### config.mk
export PLATFORM = sky130hd
export DESIGN_NAME = ccl_ctrl
export DESIGN_NICKNAME = d
export VERILOG_FILES = /design/src/design/ccl_pkg.sv /design/src/design/ccl_ctrl.sv
export SDC_FILE = /design/constraint.sdc
export NUM_CORES = 1
export LEC_CHECK = 0
export ABC_AREA = 1
export CAP_MARGIN = 20
export CORE_MARGIN = 1
export CORE_UTILIZATION = 40
export DETAILED_ROUTE_END_ITERATION = 10
export DONT_BUFFER_PORTS = 1
export GPL_TIMING_DRIVEN = 0
export PLACE_DENSITY = 0.56
export REMOVE_ABC_BUFFERS = 1
export SLEW_MARGIN = 20
export SYNTH_ARGS = -nofsm -noshare
export SYNTH_HDL_FRONTEND = slang
export SYNTH_SLANG_ARGS = --single-unit
### constraint.sdc
create_clock -name clk -period 1.4 [get_ports clk]
set_clock_uncertainty 0.2 [all_clocks]
set_input_delay 0.07 -clock clk [delete_from_list [all_inputs] [get_ports clk]]
set_output_delay 0.07 -clock clk [all_outputs]
set_load 0.05 [all_outputs]
### src/design/ccl_pkg.sv
// Shared types and constants of the connected-component labeler.
package ccl_pkg;

    localparam int NODES_DEF = 1024;
    localparam int ID_W      = 10;
    localparam int LBL_W     = 10;
    localparam int LINK_W    = 32;

    localparam logic [LBL_W-1:0]  LABEL_NONE      = 10'd0;
    localparam logic [LBL_W-1:0]  LABEL_MAX       = 10'd1023;
    localparam logic [LINK_W-1:0] MIN_SUPPORT_RST = 32'd15;

    typedef enum logic {
        CMD_EDGE = 1'b0,
        CMD_READ = 1'b1
    } cmd_t;

    // What an add-edge request does to the label table.
    typedef enum logic [2:0] {
        OC_REJECT = 3'd0,
        OC_NEW    = 3'd1,
        OC_COPY_A = 3'd2,
        OC_COPY_B = 3'd3,
        OC_SAME   = 3'd4,
        OC_MERGE  = 3'd5
    } outcome_t;

    typedef struct packed {
        logic clear_step;
        logic take_req;
        logic rd_a;
        logic rd_b;
        logic cap_la;
        logic cap_read;
        logic decide;
        logic wr_b;
        logic walk_step;
        logic walk_flush;
        logic load_out;
    } dp_cmd_t;

    typedef struct packed {
        outcome_t outcome;
        logic     is_read;
        logic     walk_last;
        logic     slot_free;
    } dp_status_t;

endpackage

### src/design/ccl_ctrl.sv
// Sequencer of the labeler: clearing pass, table lookups, updates and merge walk.
module ccl_ctrl import ccl_pkg::*;
(
    input  logic       clk,
    input  logic       rst_n,
    input  logic       req_valid,
    output logic       req_ready,
    input  dp_status_t status,
    output dp_cmd_t    cmd
);

    typedef enum logic [9:0] {
        S_CLEAR  = 10'b00_0000_0001,
        S_IDLE   = 10'b00_0000_0010,
        S_RDA    = 10'b00_0000_0100,
        S_RDB    = 10'b00_0000_1000,
        S_RDRES  = 10'b00_0001_0000,
        S_DEC    = 10'b00_0010_0000,
        S_WRB    = 10'b00_0100_0000,
        S_WALK   = 10'b00_1000_0000,
        S_WEND   = 10'b01_0000_0000,
        S_DONE   = 10'b10_0000_0000
    } state_t;

    state_t state_reg;
    state_t state_next;

    always_ff @(posedge clk or negedge rst_n)
    begin
        if (!rst_n)
        begin
            state_reg <= S_CLEAR;
        end
        else
        begin
            state_reg <= state_next;
        end
    end

    always_comb
    begin
        state_next = state_reg;
        cmd        = '0;
        req_ready  = 1'b0;
        unique case (state_reg)
            S_CLEAR:
            begin
                cmd.clear_step = 1'b1;
                if (status.walk_last)
                begin
                    state_next = S_IDLE;
                end
            end
            S_IDLE:
            begin
                req_ready    = 1'b1;
                cmd.take_req = req_valid;
                if (req_valid)
                begin
                    state_next = S_RDA;
                end
            end
            S_RDA:
            begin
                cmd.rd_a   = 1'b1;
                state_next = status.is_read ? S_RDRES : S_RDB;
            end
            S_RDRES:
            begin
                cmd.cap_read = 1'b1;
                state_next   = S_DONE;
            end
            S_RDB:
            begin
                cmd.cap_la = 1'b1;
                cmd.rd_b   = 1'b1;
                state_next = S_DEC;
            end
            S_DEC:
            begin
                cmd.decide = 1'b1;
                case (status.outcome)
                    OC_NEW:   state_next = S_WRB;
                    OC_MERGE: state_next = S_WALK;
                    default:  state_next = S_DONE;
                endcase
            end
            S_WRB:
            begin
                cmd.wr_b   = 1'b1;
                state_next = S_DONE;
            end
            S_WALK:
            begin
                cmd.walk_step = 1'b1;
                if (status.walk_last)
                begin
                    state_next = S_WEND;
                end
            end
            S_WEND:
            begin
                cmd.walk_flush = 1'b1;
                state_next     = S_DONE;
            end
            S_DONE:
            begin
                cmd.load_out = status.slot_free;
                if (status.slot_free)
                begin
                    state_next = S_IDLE;
                end
            end
            default:
            begin
                state_next = S_CLEAR;
            end
        endcase
    end

endmodule

==> After elaboration in Yosys (flattened, before gate mapping) <==
Index checks and enable logic that the tools add are counted.
{ "totals": {"input_bits": 9, "regBits": 10, "out_inout_bits": 12, "wordCells": 37} }
{ "op_classes": {"reduce_logical": 2, "n_eq_ne": 16, "muxes": 18} }
{ "ops": {"columns": ["operator", "n"], "rows": [
  ["$pmux 10 s8", 1],
  ["$mux 10", 4],
  ["$pmux 10 s2", 1],
  ["$eq 10x1->1 const B", 1],
  ["$eq 10x10->1 const B", 1],
  ["$eq 10x2->1 const B", 1],
  ["$eq 10x3->1 const B", 1],
  ["$eq 10x4->1 const B", 1],
  ["$eq 10x5->1 const B", 1],
  ["$eq 10x6->1 const B", 1],
  ["$eq 10x7->1 const B", 1],
  ["$eq 10x8->1 const B", 1],
  ["$eq 10x9->1 const B", 1],
  ["$mux 1", 10],
  ["$ne 2x2->1 const B", 4],
  ["$mux 5", 1],
  ["$reduce_and 4->1", 1],
  ["$eq 3x1->1 const B", 1],
  ["$eq 3x3->1 const B", 1],
  ["$reduce_or 3->1", 1],
  ["$mux 2", 1]
]} }

==> Depth between registers and ports, before layout <==
{ "logic_depth": {"ltp_word": 3, "ltp_mapped": 9} }

==> Worst setup path after synthesis <==
Ideal clock, no wire load.
{ "synth_timing": {"path_kind": "reg-to-output", "from": "reg state_reg[6]", "to": "out cmd[9] in the netlist's numbering", "t_required_ns": 1.130, "path_stages_with_launch": 6, "arrival_ns": 2.162, "slack_ns": -1.032, "cell_sequence": "dfrtp_1 > nor2_2 > nand2_2 > nor3b_2 > inv_1 > nor2_1"} }
{ "synth_lines": {"columns": ["element", "line", "source"], "rows": [
  ["start, declared", "ccl_ctrl.sv:25", "state_t state_reg;"],
  ["start signal, assigned", "ccl_ctrl.sv:36", "state_reg <= state_next;"],
  ["end, declared", "ccl_ctrl.sv:9", "output dp_cmd_t cmd"]
]} }

==> impl_metrics.toml <==
[pwr]
power-per-cell-area_nw_per_um2 = 1647
p_int_mw = 1.037
clock_power_share_pct = 13.5
swShare_pct = 46.82
total_power_mw = 1.950
p_sw_mw = 0.9129
leakage_nw = 0.6019
peakVddDrop_uv = 983.6
combPwrFrac_pct = 66.8
pwr-share-seq_pct = 19.8

[placed_design]
routabilityCongestion = 0.7985
portBuffers = 0
dp_slack_ps = -1198
placedCellCount = 116
placed_cell_area_um2 = 676.9
dp_hpwl_um = 1016

[clock_tree]
cts.clk_slew.worst_paths_ps = 70
cts_inserted_buffers = 3
clk_path_buf_depth = 2
clock_latency_ps = 270
cts_max_level = 1
cts_root_buf = "clkbuf_4"
cts_tree = "done"
cts.sinks = 10

[finish]
antenna_cells = 0
nets = 146
fin_cells = 152
area_delta_synth_final_pct = 78.16
fill_cells = 92
finalInstanceArea_um2 = 1184
regArea_um2 = 251.5
drive_gt1_share_pct = 54.41
multi_input_area_um2 = 464.2
largest_reg_flops = 10

[logic_synthesis]
syn_area_um2 = 664.4
synth.avg_cell_area_um2 = 6.578
yosysUniqueCellTypes = 16
seq_area_frac_synth_pct = 37.85
ys_seq_elements = 10
ys_warn_count = 0
netlist_instances = 101

[global_routing]
antenna_found_initial = 0
grt_pass1_wl_um = 3029
grt_max_degree = 11
grt_overflow = 0
grt_usage_pct = 22.86
grt_pass1_vias = 713

[timing]
finalSetupViolations = 20
tightestPinTransition_ps = 669.1
relSlewSlack_pct = 55.34
min_period_over_period_pct = 157.9
fin_crit_ps = 2211
finalWorstSetupSlack_ps = -810.9
tns_ps = -9029
slew_violations = 0
grt_setup_unrepaired = "true"
fmax_mhz = 452.3
hold_viol_final = 0

[critical_path]
worstSetupEndpointType = "primary output"
arrival_ps = 1940
crit_required_ps = 1130
critPathKind = "reg -> out"
cp_max_fo = 3
r2r_setup_slack_ps = -620
cp-start-kind = "flop"
r2r_cells = 7

[drt]
first_pass_iters = 4
drc = 0
wl_um = 2050
via_per_inst = 5.039
ant_nets = 0
drt_iter0_markers = 16
vias = 766
wl_per_cell_um = 13.49

[outcome]
violations = "setup timing"
status = "complete, but fails checks"

[floorplan]
ios = 21
core_area_um2 = 1524
start_util_pct = 43.60
core.rowCount = 14
die_h_um = 42.76
die_area_um2 = 1828
die_x_um = 42.76

[hold_path]
hp-class = "in -> reg"
min_path_cells = 2

[flow_run]
drv_cap = 0
## final cells by class
cell class,count,area share [%]
clock buffers,4,3.066
inverters,25,10.36
multi-input cells,65,39.22
flip-flops and latches,10,21.25
well taps,16,1.691
repair buffers,32,24.42
## power groups by stage
stage	Sequential [mW]	Clock, mW	Combinational (mW)
floorplan	0.384	0	0.537
global placement	0.391	0	0.606
detailed placement	0.393	0	0.608
CTS	0.395	0.269	0.996
global route	0.388	0.289	1.38
finish	0.385	0.263	1.30
## routing by layer
metal,vias to the layer above,routed length (µm),GRT usage [%]
li1,363,-,-
met4,0,72,14.37
met2,29,1062,39.09
met3,9,82,2.553
met1,365,833,26.83
met5,-,0,0
## timing repair
item | 4_1_cts | 5_1_grt
setup buffers | 16 | 8
setup endpoints to repair | 18 | 22
hold buffers | 9 | 0
pin swaps | 18 | 6
gates resized for setup | 40 | 15
endpoints found under the hold margin | 19 | 0
## critical path: stages, from the launching register on
cell	delay, ps
dfrtp_1	410
nor2_2	160
nand2_2	90
nor3b_4	580
inv_2	120
nor2_4	300
## per-stage QoR
step                      hold slack, ps  utilization [%]
after global placement            -425.3            44.42
after CTS                          231.8            69.54
after global routing               247.1            77.67
after detailed placement          -425.3            44.42
after floorplan                   -425.6                -
final                              230.5            77.67
## layout by cell type (no fill, tap or decap), types with 2 or more instances in the layout
master         instances
buf_4                 16
inv_1                 15
nor2_1                14
nand2_1               11
nand2_2               11
nor2_4                10
dlygate4sd3_1          9
dfrtp_1                9
clkinvlp_4             7
buf_6                  7
nor2_2                 4
nand2_4                4
nand3_1                3
clkbuf_4               3
inv_2                  2
nand3_2                2
## final timing paths
path,to,start
min in group asynchronous,state_reg[1]$_DFFE_PN0P_,rst_n
max in group asynchronous,state_reg[0]$_DFFE_PN1P_,rst_n
hold / removal,state_reg[3]$_DFFE_PN0P_,status[2]
setup reg to reg,state_reg[2]$_DFFE_PN0P_,state_reg[5]$_DFFE_PN0P_
hold reg to reg,state_reg[0]$_DFFE_PN1P_,state_reg[0]$_DFFE_PN1P_
setup / recovery,cmd[9],state_reg[5]$_DFFE_PN0P_
## synthesized netlist by cell type, drive strengths merged
cell | number | area share (%)
nor2 | 28 | 19
nand2 | 27 | 18
inv | 25 | 14
dfrtp | 9 | 34
nand3 | 5 | 3.8
buf | 1 | 1.1
dfstp | 1 | 4.0
nor3 | 1 | 1.5
nor3b | 1 | 1.9
nor4 | 1 | 0.94
o211ai | 1 | 1.1
or2 | 1 | 0.94
## kinds of logic after synthesis
family / count (synthesis) / synth area share (%)
flip-flops: 10 / 37.85
AO/OA/AOI/OAI: 1 / 1.130
AND/OR/NAND/NOR: 64 / 45.77
buffers and inverters: 26 / 15.25
(Power assumes the default switching activity.)
